### src/sv/rrpg_pkg.sv
// Shared constants, types and arithmetic helpers for the radial reference point generator.
package rrpg_pkg;

   localparam int CORDIC_ITERATIONS = 16;
   localparam int INNER_RADIUS      = 32;
   localparam int COORD_BITS        = 16;

   localparam logic signed [63:0] GAIN_Q16     = 64'sd39797;
   localparam logic [29:0]        TURN_PER_RAD = 30'd683565276;
   localparam int                 FRAC         = 16;

   localparam int VEC_W  = 38;   // vectoring datapath, Q16 pixels
   localparam int ROT_W  = 38;   // rotation datapath, Q16 pixels
   localparam int R_W    = 36;   // radius, unsigned Q16
   localparam int M_W    = 38;   // moved radius, signed Q16
   localparam int Z_W    = 34;   // residual angle
   localparam int NUM_W  = 53;   // dividend of the arc angle division
   localparam int Q_W    = 32;   // kept quotient bits (angle wraps)
   localparam int MR_W   = 25;   // motion_a * radial_step
   localparam int TR_W   = 22;   // translational coordinate
   localparam int FIN_W  = 24;   // unsaturated output coordinate
   localparam int RB     = $clog2(INNER_RADIUS + 1);

   localparam int QDEPTH = 4;
   localparam int QPTR_W = $clog2(QDEPTH);
   localparam int QCNT_W = $clog2(QDEPTH + 1);

   localparam int REQ_W  = 48;
   localparam int RSP_W  = 32;
   localparam int CSR_IDX_W = 3;
   localparam int CSR_DAT_W = 16;

   localparam logic [CSR_IDX_W-1:0] CSR_FRAME_WIDTH  = 3'd0;
   localparam logic [CSR_IDX_W-1:0] CSR_FRAME_HEIGHT = 3'd1;
   localparam logic [CSR_IDX_W-1:0] CSR_BLOCK_SIZE   = 3'd2;
   localparam logic [CSR_IDX_W-1:0] CSR_RADIAL_STEP  = 3'd3;
   localparam logic [CSR_IDX_W-1:0] CSR_ARC_STEP     = 3'd4;

   typedef struct packed {
      logic [12:0] frame_width;
      logic [12:0] frame_height;
      logic [6:0]  block_size;
      logic [15:0] radial_step;
      logic [15:0] arc_step;
   } cfg_type;

   typedef struct packed {
      logic                   trans;
      logic                   zero;
      logic                   neg;
      logic signed [MR_W-1:0] mr;
      logic signed [TR_W-1:0] tr_x;
      logic signed [TR_W-1:0] tr_y;
   } side_type;

   typedef struct packed {
      side_type                side;
      logic signed [VEC_W-1:0] x;
      logic signed [VEC_W-1:0] y;
      logic [31:0]             ang;
      logic [NUM_W-1:0]        num;
   } vec_type;

   typedef struct packed {
      side_type         side;
      logic [R_W-1:0]   r;
      logic [31:0]      ang;
      logic [NUM_W-1:0] dvd;
      logic [R_W-1:0]   rem;
      logic [Q_W-1:0]   q;
   } div_type;

   typedef struct packed {
      side_type              side;
      logic signed [M_W-1:0] m;
      logic signed [Z_W-1:0] z;
   } tz_type;

   typedef struct packed {
      side_type                side;
      logic signed [ROT_W-1:0] px;
      logic signed [ROT_W-1:0] py;
      logic signed [Z_W-1:0]   z;
   } rot_type;

   typedef struct packed {
      logic signed [COORD_BITS-1:0] ref_x;
      logic signed [COORD_BITS-1:0] ref_y;
      logic                         outside;
      logic                         translational;
   } out_type;

   function automatic logic [31:0] atan_bam(input int i);
      case (i)
         0:  return 32'h20000000;
         1:  return 32'h12E4051E;
         2:  return 32'h09FB385B;
         3:  return 32'h051111D4;
         4:  return 32'h028B0D43;
         5:  return 32'h0145D7E1;
         6:  return 32'h00A2F61E;
         7:  return 32'h00517C55;
         8:  return 32'h0028BE53;
         9:  return 32'h00145F2F;
         10: return 32'h000A2F98;
         11: return 32'h000517CC;
         12: return 32'h00028BE6;
         13: return 32'h000145F3;
         14: return 32'h0000A2FA;
         15: return 32'h0000517D;
         16: return 32'h000028BE;
         17: return 32'h0000145F;
         18: return 32'h00000A30;
         19: return 32'h00000518;
         20: return 32'h0000028C;
         21: return 32'h00000146;
         22: return 32'h000000A3;
         23: return 32'h00000051;
         default: return 32'h00000000;
      endcase
   endfunction

   // Shift right by FRAC bits, rounding half away from zero.
   function automatic logic signed [63:0] round16(input logic signed [63:0] v);
      logic signed [63:0] a;
      a = v[63] ? -v : v;
      a = (a + 64'sd32768) >>> FRAC;
      return v[63] ? -a : a;
   endfunction

endpackage

### src/sv/rrpg_front.sv
// Front end: accept requests, classify blocks and prepare the vector for the back end.
module rrpg_front (
   input  logic                        clock,
   input  logic                        reset,
   input  rrpg_pkg::cfg_type           cfg,
   input  logic                        req_tvalid,
   output logic                        req_tready,
   input  logic [rrpg_pkg::REQ_W-1:0]  req_tdata,
   input  logic [rrpg_pkg::QCNT_W-1:0] q_count,
   output logic                        push,
   output rrpg_pkg::vec_type           push_item
);

   typedef struct packed {
      logic [16:0]                      bsc;
      logic [16:0]                      bsr;
      logic [5:0]                       pxo;
      logic [5:0]                       pyo;
      logic signed [7:0]                ma;
      logic signed [7:0]                mb;
      logic                             neg;
      logic [23:0]                      mba;
      logic signed [rrpg_pkg::MR_W-1:0] mr;
   } f1_type;

   f1_type            f1_ff, f1_in;
   logic              f1_v_ff;
   rrpg_pkg::vec_type f2_ff, f2_in;
   logic              f2_v_ff;
   logic              accept;

   logic [9:0]        col, row;
   logic signed [7:0] ma, mb;
   logic [7:0]        mb_abs;

   logic [11:0]                       icx, icy;
   logic signed [18:0]                dx0, dx1, dy0, dy1;
   logic [17:0]                       sum_x, sum_y;
   logic signed [rrpg_pkg::VEC_W-1:0] x0, y0, cx, cy;
   logic [53:0]                       num_full;

   function automatic logic corner_near(input logic signed [18:0] dx,
                                        input logic signed [18:0] dy);
      logic [18:0]                  ax, ay;
      logic [2*rrpg_pkg::RB-1:0]    sx, sy;
      logic [2*rrpg_pkg::RB:0]      s;
      ax = dx[18] ? 19'(-dx) : 19'(dx);
      ay = dy[18] ? 19'(-dy) : 19'(dy);
      sx = ax[rrpg_pkg::RB-1:0] * ax[rrpg_pkg::RB-1:0];
      sy = ay[rrpg_pkg::RB-1:0] * ay[rrpg_pkg::RB-1:0];
      s  = {1'b0, sx} + {1'b0, sy};
      return (ax < rrpg_pkg::INNER_RADIUS) && (ay < rrpg_pkg::INNER_RADIUS)
          && (s < rrpg_pkg::INNER_RADIUS * rrpg_pkg::INNER_RADIUS);
   endfunction

   assign req_tready = (32'(q_count) + 32'(f1_v_ff) + 32'(f2_v_ff)) < rrpg_pkg::QDEPTH;
   assign accept     = req_tvalid && req_tready;

   assign col    = req_tdata[9:0];
   assign row    = req_tdata[19:10];
   assign ma     = $signed(req_tdata[39:32]);
   assign mb     = $signed(req_tdata[47:40]);
   assign mb_abs = mb[7] ? 8'(-mb) : 8'(mb);

   always_comb begin
      f1_in.bsc = 17'(cfg.block_size * col);
      f1_in.bsr = 17'(cfg.block_size * row);
      f1_in.pxo = req_tdata[25:20];
      f1_in.pyo = req_tdata[31:26];
      f1_in.ma  = ma;
      f1_in.mb  = mb;
      f1_in.neg = mb[7];
      f1_in.mba = 24'(mb_abs) * 24'(cfg.arc_step);
      f1_in.mr  = rrpg_pkg::MR_W'(ma) * rrpg_pkg::MR_W'($signed({1'b0, cfg.radial_step}));
   end

   always_comb begin
      icx = cfg.frame_width[12:1];
      icy = cfg.frame_height[12:1];
      dx0 = $signed({2'b00, f1_ff.bsc}) - $signed({7'd0, icx});
      dx1 = $signed({2'b00, f1_ff.bsc}) + $signed({12'd0, cfg.block_size})
          - $signed({7'd0, icx});
      dy0 = $signed({2'b00, f1_ff.bsr}) - $signed({7'd0, icy});
      dy1 = $signed({2'b00, f1_ff.bsr}) + $signed({12'd0, cfg.block_size})
          - $signed({7'd0, icy});

      sum_x = 18'(f1_ff.bsc) + 18'(f1_ff.pxo);
      sum_y = 18'(f1_ff.bsr) + 18'(f1_ff.pyo);
      cx = rrpg_pkg::VEC_W'($signed({1'b0, cfg.frame_width})) <<< 15;
      cy = rrpg_pkg::VEC_W'($signed({1'b0, cfg.frame_height})) <<< 15;
      x0 = (rrpg_pkg::VEC_W'($signed({1'b0, sum_x})) <<< 16) - cx;
      y0 = (rrpg_pkg::VEC_W'($signed({1'b0, sum_y})) <<< 16) - cy;
      num_full = 54'(f1_ff.mba) * 54'(rrpg_pkg::TURN_PER_RAD);

      f2_in.side.trans = corner_near(dx0, dy0) || corner_near(dx1, dy0)
                      || corner_near(dx0, dy1) || corner_near(dx1, dy1);
      f2_in.side.zero  = (x0 == '0) && (y0 == '0);
      f2_in.side.neg   = f1_ff.neg;
      f2_in.side.mr    = f1_ff.mr;
      f2_in.side.tr_x  = rrpg_pkg::TR_W'($signed({1'b0, f1_ff.bsc, 2'b00}))
                       + rrpg_pkg::TR_W'(f1_ff.ma)
                       + rrpg_pkg::TR_W'($signed({1'b0, f1_ff.pxo, 2'b00}));
      f2_in.side.tr_y  = rrpg_pkg::TR_W'($signed({1'b0, f1_ff.bsr, 2'b00}))
                       + rrpg_pkg::TR_W'(f1_ff.mb)
                       + rrpg_pkg::TR_W'($signed({1'b0, f1_ff.pyo, 2'b00}));
      f2_in.num = num_full[rrpg_pkg::NUM_W-1:0];
      if (x0 < 0) begin
         f2_in.x   = -x0;
         f2_in.y   = -y0;
         f2_in.ang = 32'h80000000;
      end else begin
         f2_in.x   = x0;
         f2_in.y   = y0;
         f2_in.ang = 32'h00000000;
      end
   end

   always_ff @(posedge clock) begin
      if (reset) begin
         f1_v_ff <= 1'b0;
         f2_v_ff <= 1'b0;
      end else begin
         f1_v_ff <= accept;
         f2_v_ff <= f1_v_ff;
      end
      if (accept) begin
         f1_ff <= f1_in;
      end
      if (f1_v_ff) begin
         f2_ff <= f2_in;
      end
   end

   assign push      = f2_v_ff;
   assign push_item = f2_ff;

endmodule

### config.mk
export PLATFORM = sky130hd
export DESIGN_NAME = rrpg_front
export DESIGN_NICKNAME = d
export VERILOG_FILES = /design/src/sv/rrpg_pkg.sv /design/src/sv/rrpg_front.sv
export SDC_FILE = /design/constraint.sdc
export NUM_CORES = 2
export LEC_CHECK = 0
export ABC_AREA = 1
export BUFFER_PORTS_ARGS = -buffer_cell sky130_fd_sc_hd__clkbuf_2
export CAP_MARGIN = 20
export CORE_UTILIZATION = 53
export CTS_BUF_LIST = sky130_fd_sc_hd__clkbuf_4
export CTS_CLUSTER_SIZE = 10
export DETAILED_ROUTE_END_ITERATION = 8
export PLACE_DENSITY_LB_ADDON = 0.05
export SETUP_SLACK_MARGIN = 0.2
export SLEW_MARGIN = 10
export SYNTH_ARGS = -nofsm -noshare
export SYNTH_HDL_FRONTEND = slang
export SYNTH_SLANG_ARGS = --single-unit
### constraint.sdc
create_clock -name clock -period 16.05 [get_ports clock]
set_clock_uncertainty 0.15 [all_clocks]
set_input_delay 0 -clock clock [delete_from_list [all_inputs] [get_ports clock]]
set_output_delay 0 -clock clock [all_outputs]
set_load 0.01 [all_outputs]
---- Yosys cells after proc, flatten, opt, wreduce, memory -nomap -nowiden ----
Cells that the tools add are included.
storage, ports and cells
  register bits after elaboration ......... 345
  input bits .............................. 119
  output and inout bits ................... 235
  logic and storage cells ................. 88
operators by class
  $add $sub $neg .......................... 27
  $mul .................................... 9
  order comparisons ....................... 10
  multiplexer cells ....................... 6
  reductions and logical operators ........ 15
operators with widths
  cell                      number
  $mux W108                 1
  $logic_not A38 Y1         2
  $lt A19 B6 Y1 const B     4
  $mux W19                  4
  $neg A35 Y38              2
  $sub A34 B28 Y35          2
  $add A12 B12 Y13          4
  $lt A13 B11 Y1 const B    4
  $mul A24 B28 Y51 const B  1
  $mul A6 B6 Y12            4
  $add A21 B9 Y22           2
  $add A20 B8 Y21           2
  $neg A18 Y19              2
  $neg A19 Y19              2
  $sub A18 B12 Y19          2
  $add A17 B6 Y18           2
  $add A17 B7 Y18           2
  $sub A17 B12 Y18          2
  $lt A35 B1 Y1 const B     1
  $mul A7 B10 Y17           2
  $mul A8 B17 Y25           1
  $mul A8 B16 Y24           1
  $logic_and A1 B1 Y1       10
  $mux W8                   1
  other kinds (5)           7

---- Depth between registers and ports, before layout ----
  word-level depth ........................ 11
  gate-level depth with buffers ........... 47
  mapped depth without buffers ............ 45

---- Worst setup path before layout ----
OpenSTA, ideal clock, no wires.
  kind .................................... reg-to-reg
  start point ............................. register f1_v_ff
  end point ............................... register f1_ff[0] (netlist name), enable pin
  library setup time ...................... 0.718 ns
  data arrival time ....................... 10.356 ns
  data required time ...................... 15.182 ns
  setup slack ............................. 4.826 ns
  cell stages (with the launch flop) ...... 4
  buffers on the path ..................... 0
  clock period less this slack ............ 11.224 ns
  cell sequence ........................... dfxtp_1 a21oi_1 nor2_1 nor3_1
between the ends
  cells in the longest elaborated chain, start to end .. 4
RTL lines
  element                 RTL line           text
  start, declared         rrpg_front.sv:27   logic f1_v_ff;
  start signal, assigned  rrpg_front.sv:123  f1_v_ff <= accept;
  $add A3 B1 Y4           rrpg_front.sv:56   assign req_tready = (32'(q_count) + 32'(f1_v_ff) + 32'(f2_v_ff)) < rrpg_pkg::QDEPTH;
  $add A4 B1 Y5           rrpg_front.sv:56
  $lt A5 B3 Y1            rrpg_front.sv:56
  $logic_and A1 B1 Y1     rrpg_front.sv:57   assign accept = req_tvalid && req_tready;
  net accept              rrpg_front.sv:30   logic accept;
  end signal, assigned    rrpg_front.sv:127  f1_ff <= f1_in;
  end, declared           rrpg_front.sv:26   f1_type f1_ff, f1_in;
The timed path passes the listed nets, and every way through them passes these cells.
A chain may end at the register's enable or synchronous reset.

==> flow_metrics.tcl <==
set metrics [dict create \
    grt_pass1_wl_um 212000 \
    critical_path.max_fanout 20 \
    fmax_mhz 124 \
    drt-initial-drc-count 2884 \
    cts_root_buffer "clkbuf_4" \
    min_period_ns 8.06 \
    crit_type "flip-flop to flip-flop" \
    max_slew.worst_pin.slew_ns 1.02 \
    rsz0062_at_grt "false" \
    portBuffers 290 \
    status "complete, no violations" \
    wire_per_inst_um 17.0 \
    htreeDepth 3 \
    cts_tree "done" \
    grt_usage_pct 28.8 \
    syn_inst 6050 \
    hold_path_class "primary input to flip-flop" \
    yosysWarnings 0 \
    post-cts-setup-buffers 0 \
    cts_buffers 81 \
    r2r_setup_slack_ns 7.99 \
    ys_async_sr_fraction_pct 0 \
    drive_above_1_share_pct 7.91 \
    drc 0 \
    avgViaCountPerCell 5.14 \
    crit_required_ns 16.63 \
    startpoint "f1_ff[95]" \
    use_met1_pct 41.3 \
    start_util_pct 53.5 \
    drv_slew 0 \
    hold_viol 0 \
    synth.avg_cell_area_um2 8.11 \
    clockBufferDepth 3 \
    gp_congestion 0.949 \
    fin_hold_ws_ns 0.0708 \
    grt_start_max_net_pins 71 \
    endpoint_kind "flip-flop" \
    ys_ff_latch 283 \
    ioPinCount 354 \
    arrival_ns 8.64 \
    timing.rr.end "push_item[232]" \
    die-area_um2 93800 \
    vias 40000 \
    busiest_layer "met2" \
    crit_top_cell "nand2_1" \
    timing.final.crit_share_pct 50.2 \
    ys_seq_area_share_pct 17.3 \
    layout_common_cells "1,392 x inv_1, 1,270 x nand2_1, 710 x ha_1, 555 x fa_1, 442 x nor2_1" \
    tns_ns 0 \
    hold-path-cell-count 5 \
    synth_compound_area_share_pct 6.31 \
    final-setup-viol-count 0 \
    crit_slowest_cell "a21oi_2" \
    seq_area_um2 8480 \
    synth_top_area_share_pct 22.6 \
    ant_nets 0 \
    rows 111 \
    multiInputGateArea_um2 34800 \
    synth_area_leaders "fa_1 23%, ha_1 18%, edfxtp_1 17%" \
    synth_cell_types 59 \
    utilization_pct 59.2 \
    maxCapViolCount 0 \
    synth_adder_area_share_pct 40.8 \
    cp-start-kind "flip-flop" \
    synth-edff-count 281 \
    synth_xor_area_share_pct 5.50 \
    synth-main-ff-cell "edfxtp_1" \
    clock_latency_ns 0.94 \
    final_common_cell "inv_1" \
    grt.overflow.total 0 \
    final_nets 7909 \
    synthToLayoutAreaGrowth_pct 10.6 \
    synth_top_family_by_area "adder cells" \
    grtUsageMet3_pct 4.57 \
    endpoint "push_item[232]" \
    fillers 8586 \
    hpwl_um 112000 \
    fp.dieW_um 306 \
    synthSimpleGateAreaFrac_pct 17.9 \
    antenna_found_initial 15 \
    core-area_um2 91700 \
    grt_pass1_vias 39700 \
    cp_slowest_stage_delay_ns 0.69 \
    chipHeight_um 306 \
    dr.pass1.iters 8 \
    clkTransAtPathRegs_ns 0.06 \
    slew-limit-headroom_pct 31.1 \
    cts_sinks 283 \
    rr_startpoint "f1_ff[95]" \
    synth.area.mux_share_pct 0 \
    grtUsageMet2_pct 45.1 \
    worstRegToRegCells 36 \
    synth_area_um2 49100 \
    synth_area_leader_cell "fa_1" \
    drt_wl_total_um 133000 \
]
[worst min-delay path by stage]
stage,from,endpoint
2_1_floorplan,q_count[2],req_tready
6_report,cfg[63],push_item[149]
3_5_place_dp,reset,f1_v_ff
4_1_cts,cfg[63],push_item[149]
3_3_place_gp,reset,f1_v_ff
5_1_grt,req_tdata[33],f1_ff[59]
[state kept, by name, summed over array words and instances (netlist names)]
register / flops
f1_v_ff: 1
f1_ff: 111
push: 1
push_item: 170
[worst max-delay path: cells and delay by family (launching register included)]
| kind | cells | cell delay, ns |
|---|---|---|
| adder cells (fa/ha/maj) | 8 | 3.35 |
| buffers and inverters | 5 | 0.44 |
| XOR/XNOR | 2 | 0.53 |
| AND/OR/NAND/NOR | 15 | 1.49 |
| flip-flops | 1 | 0.34 |
| AO/OA/AOI/OAI | 6 | 1.56 |
[cell type report]
type	count	area share, %
multi-input combinational	4303	64.2
sequential	283	15.6
inverter	1401	9.70
timing repair buffer	455	5.69
tap	1186	2.74
clock buffer	104	1.44
clock inverter	37	0.593
antenna	9	0.0415
[synth_stat cells, drive strengths merged, types with 2 or more instances]
master   count
o21bai      33
a21oi      276
a211oi       6
or2         28
clkbuf      57
fa         555
o221ai       5
a31o         2
ha         710
o21ai      122
nor2       458
a21o        21
nor4        10
xnor2       82
nand3      252
o21a        11
a221oi       4
buf         72
a31oi       25
nand3b       6
o211ai       6
and3         6
xor2       220
o2111ai      4
nand4       48
dfxtp        2
nand2     1283
inv       1400
o31ai        7
and2         2
edfxtp     281
a21boi      10
nor3        38
[routing by layer]
metal / vias up / wire length (µm)
met4: 16 / 3180
met1: 19000 / 62900
met3: 184 / 8330
met5: - / 114
li1: 19700 / -
met2: 1120 / 58000
[kinds of logic after synthesis]
| family | Yosys count |
|---|---|
| AND/OR/NAND/NOR | 2132 |
| buffers and inverters | 1530 |
| adder cells (fa/ha/maj) | 1265 |
| AO/OA/AOI/OAI | 537 |
| XOR/XNOR | 302 |
| flip-flops | 283 |
| other | 1 |
[what timing repair did]
| action | 4_1_cts | 5_1_grt |
|---|---|---|
| setup endpoints to repair | 0 | 0 |
| hold buffers | 158 | 0 |
| endpoints found under the hold margin | 147 | 0 |
| resized for setup | 0 | 0 |
[through the flow]
step / instances / instance area [µm²] / worst slack, ns
after floorplan: 6116 / 49300 / 4.83
after global placement: 7470 / 51500 / 7.97
after global routing: 7778 / 54300 / 7.35
after CTS: 7769 / 54200 / 7.97
after detailed placement: 7470 / 51500 / 7.94
final: 7778 / 54300 / 7.99
Power is not shown: default switching activity piles up to over one toggle a cycle in this logic, so the estimate is an artifact.
