==> config.mk <==
export PLATFORM = sky130hd
export DESIGN_NAME = rrpg_queue
export DESIGN_NICKNAME = d
export VERILOG_FILES = /design/src/sv/rrpg_pkg.sv /design/src/sv/rrpg_queue.sv
export SDC_FILE = /design/constraint.sdc
export NUM_CORES = 1
export LEC_CHECK = 0
export BUFFER_PORTS_ARGS = -buffer_cell sky130_fd_sc_hd__buf_2
export CORE_MARGIN = 3
export CORE_UTILIZATION = 40
export DETAILED_ROUTE_END_ITERATION = 16
export PLACE_DENSITY_LB_ADDON = 0.3
export SYNTH_ARGS = -nofsm -noshare
export SYNTH_HDL_FRONTEND = slang
export SYNTH_SLANG_ARGS = --single-unit
==> constraint.sdc <==
create_clock -name clock -period 7.25 [get_ports clock]
set_clock_uncertainty 0.15 [all_clocks]
set_input_delay 1.45 -clock clock [delete_from_list [all_inputs] [get_ports clock]]
set_output_delay 1.45 -clock clock [all_outputs]
set_load 0.02 [all_outputs]
==> src/sv/rrpg_pkg.sv <==
// Shared constants, types and arithmetic helpers for the radial reference point generator.
package rrpg_pkg;

   localparam int CORDIC_ITERATIONS = 16;
   localparam int INNER_RADIUS      = 32;
   localparam int COORD_BITS        = 16;

   localparam logic signed [63:0] GAIN_Q16     = 64'sd39797;
   localparam logic [29:0]        TURN_PER_RAD = 30'd683565276;
   localparam int                 FRAC         = 16;

   localparam int VEC_W  = 38;   // vectoring datapath, Q16 pixels
   localparam int ROT_W  = 38;   // rotation datapath, Q16 pixels
   localparam int R_W    = 36;   // radius, unsigned Q16
   localparam int M_W    = 38;   // moved radius, signed Q16
   localparam int Z_W    = 34;   // residual angle
   localparam int NUM_W  = 53;   // dividend of the arc angle division
   localparam int Q_W    = 32;   // kept quotient bits (angle wraps)
   localparam int MR_W   = 25;   // motion_a * radial_step
   localparam int TR_W   = 22;   // translational coordinate
   localparam int FIN_W  = 24;   // unsaturated output coordinate
   localparam int RB     = $clog2(INNER_RADIUS + 1);

   localparam int QDEPTH = 4;
   localparam int QPTR_W = $clog2(QDEPTH);
   localparam int QCNT_W = $clog2(QDEPTH + 1);

   localparam int REQ_W  = 48;
   localparam int RSP_W  = 32;
   localparam int CSR_IDX_W = 3;
   localparam int CSR_DAT_W = 16;

   localparam logic [CSR_IDX_W-1:0] CSR_FRAME_WIDTH  = 3'd0;
   localparam logic [CSR_IDX_W-1:0] CSR_FRAME_HEIGHT = 3'd1;
   localparam logic [CSR_IDX_W-1:0] CSR_BLOCK_SIZE   = 3'd2;
   localparam logic [CSR_IDX_W-1:0] CSR_RADIAL_STEP  = 3'd3;
   localparam logic [CSR_IDX_W-1:0] CSR_ARC_STEP     = 3'd4;

   typedef struct packed {
      logic [12:0] frame_width;
      logic [12:0] frame_height;
      logic [6:0]  block_size;
      logic [15:0] radial_step;
      logic [15:0] arc_step;
   } cfg_type;

   typedef struct packed {
      logic                   trans;
      logic                   zero;
      logic                   neg;
      logic signed [MR_W-1:0] mr;
      logic signed [TR_W-1:0] tr_x;
      logic signed [TR_W-1:0] tr_y;
   } side_type;

   typedef struct packed {
      side_type                side;
      logic signed [VEC_W-1:0] x;
      logic signed [VEC_W-1:0] y;
      logic [31:0]             ang;
      logic [NUM_W-1:0]        num;
   } vec_type;

   typedef struct packed {
      side_type         side;
      logic [R_W-1:0]   r;
      logic [31:0]      ang;
      logic [NUM_W-1:0] dvd;
      logic [R_W-1:0]   rem;
      logic [Q_W-1:0]   q;
   } div_type;

   typedef struct packed {
      side_type              side;
      logic signed [M_W-1:0] m;
      logic signed [Z_W-1:0] z;
   } tz_type;

   typedef struct packed {
      side_type                side;
      logic signed [ROT_W-1:0] px;
      logic signed [ROT_W-1:0] py;
      logic signed [Z_W-1:0]   z;
   } rot_type;

   typedef struct packed {
      logic signed [COORD_BITS-1:0] ref_x;
      logic signed [COORD_BITS-1:0] ref_y;
      logic                         outside;
      logic                         translational;
   } out_type;

   function automatic logic [31:0] atan_bam(input int i);
      case (i)
         0:  return 32'h20000000;
         1:  return 32'h12E4051E;
         2:  return 32'h09FB385B;
         3:  return 32'h051111D4;
         4:  return 32'h028B0D43;
         5:  return 32'h0145D7E1;
         6:  return 32'h00A2F61E;
         7:  return 32'h00517C55;
         8:  return 32'h0028BE53;
         9:  return 32'h00145F2F;
         10: return 32'h000A2F98;
         11: return 32'h000517CC;
         12: return 32'h00028BE6;
         13: return 32'h000145F3;
         14: return 32'h0000A2FA;
         15: return 32'h0000517D;
         16: return 32'h000028BE;
         17: return 32'h0000145F;
         18: return 32'h00000A30;
         19: return 32'h00000518;
         20: return 32'h0000028C;
         21: return 32'h00000146;
         22: return 32'h000000A3;
         23: return 32'h00000051;
         default: return 32'h00000000;
      endcase
   endfunction

   // Shift right by FRAC bits, rounding half away from zero.
   function automatic logic signed [63:0] round16(input logic signed [63:0] v);
      logic signed [63:0] a;
      a = v[63] ? -v : v;
      a = (a + 64'sd32768) >>> FRAC;
      return v[63] ? -a : a;
   endfunction

endpackage

==> src/sv/rrpg_queue.sv <==
// Short queue between the front end and the back end.
module rrpg_queue (
   input  logic                        clock,
   input  logic                        reset,
   input  logic                        push,
   input  rrpg_pkg::vec_type           push_item,
   input  logic                        pop,
   output logic                        not_empty,
   output rrpg_pkg::vec_type           head,
   output logic [rrpg_pkg::QCNT_W-1:0] count
);

   rrpg_pkg::vec_type                 mem_ff [rrpg_pkg::QDEPTH];
   logic [rrpg_pkg::QPTR_W-1:0]       wr_ff, wr_in, rd_ff, rd_in;
   logic [rrpg_pkg::QCNT_W-1:0]       cnt_ff, cnt_in;
   logic                              do_pop;

   assign not_empty = (cnt_ff != '0);
   assign do_pop    = pop && not_empty;
   assign head      = mem_ff[rd_ff];
   assign count     = cnt_ff;

   always_comb begin
      wr_in  = push ? rrpg_pkg::QPTR_W'(wr_ff + 1'b1) : wr_ff;
      rd_in  = do_pop ? rrpg_pkg::QPTR_W'(rd_ff + 1'b1) : rd_ff;
      cnt_in = cnt_ff + rrpg_pkg::QCNT_W'(push) - rrpg_pkg::QCNT_W'(do_pop);
   end

   always_ff @(posedge clock) begin
      if (reset) begin
         wr_ff  <= '0;
         rd_ff  <= '0;
         cnt_ff <= '0;
      end else begin
         wr_ff  <= wr_in;
         rd_ff  <= rd_in;
         cnt_ff <= cnt_in;
      end
      if (push) begin
         mem_ff[wr_ff] <= push_item;
      end
   end

endmodule

# After elaboration in Yosys (flattened, before gate mapping)
# Memories as Yosys holds them, arrays and structs flattened. A register that Yosys moved wholly into a read port is not among the register bits.
# Index checks and enable logic that the tools add are counted.
# W data, S select, Z words.
# totals
reg_bits	7
latch_bits	0
ram_bits	932
rom_bits	0
out_inout_bits	237
wordCells	14
memories	1
# op_classes
add_sub_neg	4
multipliers	0
n_div	0
magnitude_cmp	0
n_eq_ne	0
n_shift	0
mux	4
bitwise	0
n_reduce_logical	2
# mem_list
name	depth	word_bits	read_ports	rd_ports_with_merged_regs	wr	line_no	rtl
mem_ff	4	233	1	1	1	rrpg_queue.sv:13	rrpg_pkg::vec_type mem_ff [rrpg_pkg::QDEPTH];
# op_table
cell	count
$add A2 B1 Y2 const B	2
$mux W2	2
$add A3 B1 Y3	1
$reduce_bool A3 Y1	1
$sub A3 B1 Y3	1
$mux W1	2
$logic_and A1 B1 Y1	1

# Logic depth before layout (Yosys ltp)
# Gate-level depths: netlist of run 1.
# depth
depth_word	4
ltp_mapped	7

# Worst setup path after synthesis of run 1
# OpenSTA, ideal clock, no wires.
# synth_timing
path_type	in2reg
startpoint	in push
endpoint	mem mem_ff[0][0] in the netlist's numbering, enable pin
setup_ns	0.622
arrival_ns	6.723
required_ns	6.478
path_slack_ns	-0.245
cell_stages	1
n_path_buf	0
path_cell_list	and2_1
# synth_via
elab_chain_len	2
# synth_lines
item	line_no	rtl
from (decl)	rrpg_queue.sv:5	input logic push,
$mux W1	rrpg_queue.sv:39	if (push) begin
$mux W1 (not written as such)	rrpg_queue.sv:40	mem_ff[wr_ff] <= push_item;
to (decl)	rrpg_queue.sv:13	
# Every way passes these cells.

==> results of run 1 <==
layout make-up:
class	count	area, um2	area share, %
diodes	11	27.5	0.0674
clock buffers	123	2550	6.24
clock inverters	54	504	1.23
inverters	6	22.5	0.0552
multi-input cells	262	5520	13.5
flip-flops and latches	941	28200	69.0
well taps	1134	1420	3.47
repair buffers	490	2620	6.42
worst min-delay path: cells and delay by family (launching register included):
family	cells	cell delay (ns)
flip-flops	1	0.33
multiplexers	1	0.13
AND/OR/NAND/NOR	1	0.05
layer usage:
| metal | track usage, % | vias to the layer above | routed length, um |
|---|---|---|---|
| met1 | 19.5 | 7945 | 26700 |
| met5 | 0 | - | 204 |
| met4 | 4.54 | 30 | 1610 |
| met3 | 5.90 | 125 | 6380 |
| li1 | - | 6586 | - |
| met2 | 24.6 | 490 | 33400 |
state kept, by name, indices dropped and copies added, names as in the netlist, named ones only:
| register | cells |
|---|---|
| mem_ff | 932 |
| rd_ff | 2 |
| count | 3 |
| wr_ff | 2 |
cell families (layout without fill, tap and decap cells):
logic type               count (synthesis)  after routing  synth area share, %
XOR/XNOR                                 2              2               0.0954
flip-flops                             941            941                 82.6
other                                    0             11                    0
buffers and inverters                   59            673                 1.18
AND/OR/NAND/NOR                         14             14                0.220
adder cells (fa/ha/maj)                  7              7                0.279
multiplexers                           237            237                 15.5
AO/OA/AOI/OAI                            2              2               0.0514
power groups by stage:
stage | sequential, uW | combinational, uW | clock (uW)
finish | 6360 | 2600 | 4690
floorplan | 6450 | 1860 | 0
CTS | 6360 | 2670 | 4840
global placement | 6460 | 2650 | 0
detailed placement | 6480 | 2660 | 0
global route | 6380 | 2780 | 5070
worst max-delay path by stage:
stage | start | end | slack (ns)
final | flop | head[121] | 2.67
after global routing | flop | head[135] | 2.46
after CTS | flop | head[121] | 2.58
after detailed placement | flop | head[121] | 3.30
after global placement | flop | head[121] | 3.30
after floorplan | push | mem_ff[1][0]$_DFFE_PP_ | 2.36
metrics by stage:
stage / area (um2) / utilization (%) / instances / hold WS, ns
5_1_grt: 40800 / 48.5 / 3012 / 0.454
3_5_place_dp: 37800 / 44.9 / 2833 / 0.402
4_1_cts: 40800 / 48.5 / 3010 / 0.419
3_3_place_gp: 37800 / 44.9 / 2833 / 0.385
6_report: 40800 / 48.6 / 3021 / 0.411
2_1_floorplan: 34100 / - / 1262 / 0.364
cell usage after synthesis, drive strengths merged (3+ instances only):
| cell | count | area [um2] |
|---|---|---|
| ha | 6 | 75.1 |
| nor2b | 4 | 25.0 |
| clkbuf | 8 | 30.0 |
| mux2 | 3 | 33.8 |
| inv | 6 | 22.5 |
| buf | 45 | 350 |
| dfxtp | 9 | 180 |
| mux4 | 233 | 5250 |
| nor2 | 5 | 18.8 |
| edfxtp | 932 | 28000 |
| and2 | 4 | 25.0 |
cells in the final DEF, fill, tap and decap left out, drive strengths merged:
cell type	count
xnor2	1
o31a	1
nor2b	4
diode	11
and2	4
or3	1
clkbuf	123
mux2i	1
edfxtp	932
buf	490
bufinv	6
fa	1
inv	8
o311ai	1
ha	6
nor2	5
mux2	3
mux4	233
dfxtp	9
clkinv	46
xor3	1
==> flow_summary.toml, run 1 <==
[run_status]
status = "finished, final reports clean"

[place]
port_buffers = 473
pre_cts_slack_ns = 3.30
dp_hpwl_mm = 41.2
gp_congestion = 0.730

[yosys]
synthFlopType = "edfxtp_1"
synth-seq-cells = 941
synthArstFlopShare_pct = 0
synth_edf_count = 932
synth-seq-area-share_pct = 82.6
ys_types = 19
synth_cells = 1262
yosysWarnings = 0
syn_area_per_cell_um2 = 27.0
synth_area_um2 = 34100
synthesis.nets = 1506

[pwr]
p_per_area_nw_per_um2 = 334
clkPwrFrac_pct = 34.3
power.switching_uw = 3580
ir_drop_uv = 247
seqPwrFrac_pct = 46.6
leakage_uw = 0.0135
swShare_pct = 26.2
p_int_uw = 10100
power.total_uw = 13600
comb_power_share_pct = 19.1

[die]
initial_core_util_pct = 40.5
rows = 106
die_x_um = 298
die_area_um2 = 88700
io_pins = 474
dieHeight_um = 298
core_area_um2 = 84100

[clock_tree]
numCtsBuffers = 96
cts.sinks = 941
cts_tree = "done"
hold_buffers = 0
post_cts_buffers = 0
cts_resized = 0
ctsRootBufferMaster = "clkbuf_16"
ctsLongestPathBuffers = 3
cts_max_level = 3
path_clk_slew_ns = 0.06
clock_latency_ns = 0.64

[drt]
drt-total-wl_mm = 68.3
antenna_left = 0
vias = 15200
viasPerCell = 5.02
wl_per_cell_um = 22.6
drc = 0
drt-pass1-iter-count = 4
drt_iter0_drc = 1091

[worst_hold_path]
hp-start = "wr_ff[1]$_SDFFE_PP0P_"
hold_depth = 2
min_path_type = "flop to flop"
worstHoldEndpoint = "wr_ff[1]$_SDFFE_PP0P_"

[timing]
hold_violations = 0
finalCritPeriodShare_pct = 63.2
tightest_slew_ns = 1.03
rsz0062_at_grt = "no"
maxSlewHeadroom_pct = 31.0
report.final.setup_viol = 0
fmaxAchievable_mhz = 218
tns_ns = 0
drv_slew = 0
layout_setup_ws_ns = 2.67
period_minus_slack_ns = 4.58

[critical_path]
path_cells = "buf_12 -> mux4_2 -> buf_2"
rr_endpoint = "mem_ff[2][133]$_DFFE_PP_"
critPathLaunchType = "flop"
end_kind = "output port"
required_ns = 5.65
r2r_start = "wr_ff[0]$_SDFFE_PP0P_"
path_max_fanout = 86
timing.critical_path.slowest_stage_cell = "dfxtp_4"
r2r_setup_slack_ns = 4.45
critPathArrivalTime_ns = 2.98
timing.reg2reg.worst_path_depth = 4
critPathKind = "flop to output port"
slowest_delay_ns = 0.69
crit_cells = 3
cp_num_buf_inv = 2
cp_top_family = "flip-flops"

[global_route]
grt_pass1_wl_mm = 104
grt_pass1_vias = 16400
antenna_found_initial = 28
overflow = 0
grt_max_degree = 126
grt_use_total_pct = 15.4

[job]
cap_violations = 0

[finish]
fillers = 6844
drive_gt1_share_pct = 45.8
syn_to_final_growth_pct = 19.8
layout.nets = 2041
Note: power is estimated with default switching activity, not from simulation.
==> inputs of run 2 (changes only) <==
ABC_AREA = 1   (was default)
clock period = 3.8 ns   (was 7.25 ns; I/O delays follow)
==> run 2 against run 1 <==
Sequential share of layout area fell by 2.1 points; highest routed layer unchanged; flip-flop and latch count did not move; area after synthesis rose by 2.5%; routed wire length rose by 24%; setup slack got worse by 2.4 ns; combinational power rose by 140%; die area rose by 2.5%; sequential power rose by 89%; utilization rose by 0.53 points; synthesized cell count rose by 83%.
==> flow_summary.toml, run 2 <==
[run_status]
status = "finished, final reports clean"

[place]
dp_hpwl_mm = 51.1
port_buffers = 473
gp_congestion = 0.794

[drt]
wl_per_cell_um = 20.9
drc = 0
antenna_left = 0
vias = 21400
viasPerCell = 5.27
drt-total-wl_mm = 84.9
drt-pass1-iter-count = 5
drt_iter0_drc = 1606

[yosys]
synth_commonest_cells = "edfxtp_1, nor2_1, o21ai_0"
synth_area_um2 = 34900
syn_area_per_cell_um2 = 15.1
synthTopCellsByArea = "edfxtp_1, o21ai_0, nor2_1"
synth-seq-area-share_pct = 80.6
synth_top_area_share_pct = 80.1
yosysTopAreaCell = "edfxtp_1"
yosysWarnings = 0
yosysMostFrequentCell = "edfxtp_1"
synth_edf_count = 932
synthArstFlopShare_pct = 0
synthFlopType = "edfxtp_1"
synthesis.nets = 2558
synth-seq-cells = 941
ys_types = 22
synth_cells = 2314

[pwr]
power.switching_uw = 8460
clkPwrFrac_pct = 34.3
power.total_uw = 27800
p_per_area_nw_per_um2 = 661
comb_power_share_pct = 22.5
seqPwrFrac_pct = 43.2
leakage_uw = 0.0146
swShare_pct = 30.4
ir_drop_uv = 417
p_int_uw = 19400

[worst_hold_path]
min_path_type = "primary input to flop"
hp-start = "reset"
hold_depth = 2

[timing]
tns_ns = 0
report.final.setup_viol = 0
drv_slew = 0
period_minus_slack_ns = 3.58
finalCritPeriodShare_pct = 94.2
fmaxAchievable_mhz = 279
tightest_slew_ns = 0.955
rsz0062_at_grt = "no"
hold_violations = 0
maxSlewHeadroom_pct = 36.2

[finish]
register_area_um2 = 28200
mostFrequentLayoutCell = "edfxtp_1"
multi_input_area_um2 = 5820
layout.nets = 3051
final_cell_mix = "edfxtp_1, nor2_1, buf_2, o21ai_0, o22ai_1"
largest_reg_flops = 932
largest-register = "mem_ff"
syn_to_final_growth_pct = 20.6
drive_gt1_share_pct = 24.2
fillers = 7217

[clock_tree]
ctsLongestPathBuffers = 3
path_clk_slew_ns = 0.06
cts_tree = "done"
numCtsBuffers = 96
cts.sinks = 941
ctsRootBufferMaster = "clkbuf_16"
clock_latency_ns = 0.65
post_cts_buffers = 0
cts_max_level = 3

[critical_path]
timing.reg2reg.worst_path_depth = 5
path_max_fanout = 113
cp_num_buf_inv = 3
critPathLaunchType = "flop"
cp_top_family = "buffers and inverters"
timing.critical_path.slowest_stage_cell = "dfxtp_4"
slowest_delay_ns = 0.45
r2r_start = "wr_ff[0]$_SDFFE_PP0P_"
critPathArrivalTime_ns = 2.67
end_kind = "output port"
critPathKind = "flop to output port"
path_cells = "inv_12 -> buf_4 -> nor2_1 -> o22ai_1 -> buf_2"
crit_cells = 5
required_ns = 2.89

[die]
die_area_um2 = 90900
rows = 107
initial_core_util_pct = 40.7
io_pins = 474
core_area_um2 = 85800
die_x_um = 302
dieHeight_um = 302

[global_route]
grt_pass1_wl_mm = 126
grt_pass1_vias = 21400
antenna_found_initial = 30
grt_use_total_pct = 18.1
grt_max_degree = 150
overflow = 0

[job]
cap_violations = 0
[run 2: changes by cell type in the layout (fill, tap and decap cells not counted), moves of 9 or more]
cell,change
o21ai_1,+56
mux4_2,-233
buf_12,+16
o21ai_0,+412
diode_2,+14
buf_4,+43
o22ai_1,+233
clkbuf_1,-9
nor2_1,+468
[run 2: metrics by stage]
stage               utilization [%]  hold slack [ns]  cell area, um2  std cells  worst slack [ns]
floorplan                         -            0.298           35000       2314             -1.01
global placement               45.2            0.316           38800       3853             0.920
detailed placement             45.2            0.351           38800       3853             0.876
CTS                            49.0           0.0891           42100       4034            0.0975
global route                   49.1            0.118           42100       4050             0.143
finish                         49.1            0.153           42100       4059             0.220
[run 2: cell families after synthesis]
| kind of cell | after synthesis | synth area share, % |
|---|---|---|
| fa+ha+maj | 7 | 0.272 |
| compound gates | 707 | 11.0 |
| simple gates | 487 | 5.24 |
| buf+inv | 172 | 2.89 |
| flops | 941 | 80.6 |
[run 2: path summary, 6_finish.rpt]
path	slack [ns]	to
worst max-delay path	0.22	head[169]
worst min register to register	0.36	rd_ff[0]$_SDFFE_PP0P_
worst min-delay path	0.15	count[0]$_SDFF_PP0_
worst max register to register	1.19	mem_ff[0][232]$_DFFE_PP_
[run 2: cell type report]
| cell class | count | area share, % |
|---|---|---|
| Clock inverter | 68 | 1.86 |
| Antenna cell | 25 | 0.149 |
| Inverter | 18 | 0.238 |
| Timing Repair Buffer | 549 | 7.75 |
| Multi-Input combinational cell | 1201 | 13.8 |
| Tap cell | 1144 | 3.40 |
| Clock buffer | 113 | 5.90 |
| Sequential cell | 941 | 66.9 |
[run 2: power groups by stage]
stage / Combinational [uW] / Sequential, uW / Clock [uW]
global route: 6790 / 12100 / 10200
floorplan: 4040 / 12300 / 0
finish: 6250 / 12000 / 9550
global placement: 6170 / 12200 / 0
detailed placement: 6310 / 12200 / 0
CTS: 6320 / 12000 / 9760
[run 2: routing by layer]
metal  vias to the layer above  track usage [%]  wire, um
met5                         -                0       108
met4                        18             7.28      2430
met3                       160             4.68      6360
met2                       744             30.1     42100
met1                     10600             22.6     33900
li1                       9826                -         -
[run 2: repair_timing]
item | 4_1_cts | 5_1_grt
endpoints found under the setup margin | 0 | 6
resized for setup | 0 | 1
hold buffers | 0 | 0
[run 2: worst register-to-register path: stages, from the launching register on]
cell        delay (ns)
dfxtp_1           0.35
inv_1             0.09
ha_1              0.27
nand2_8           0.09
clkinvlp_4        0.74
buf_4             0.58
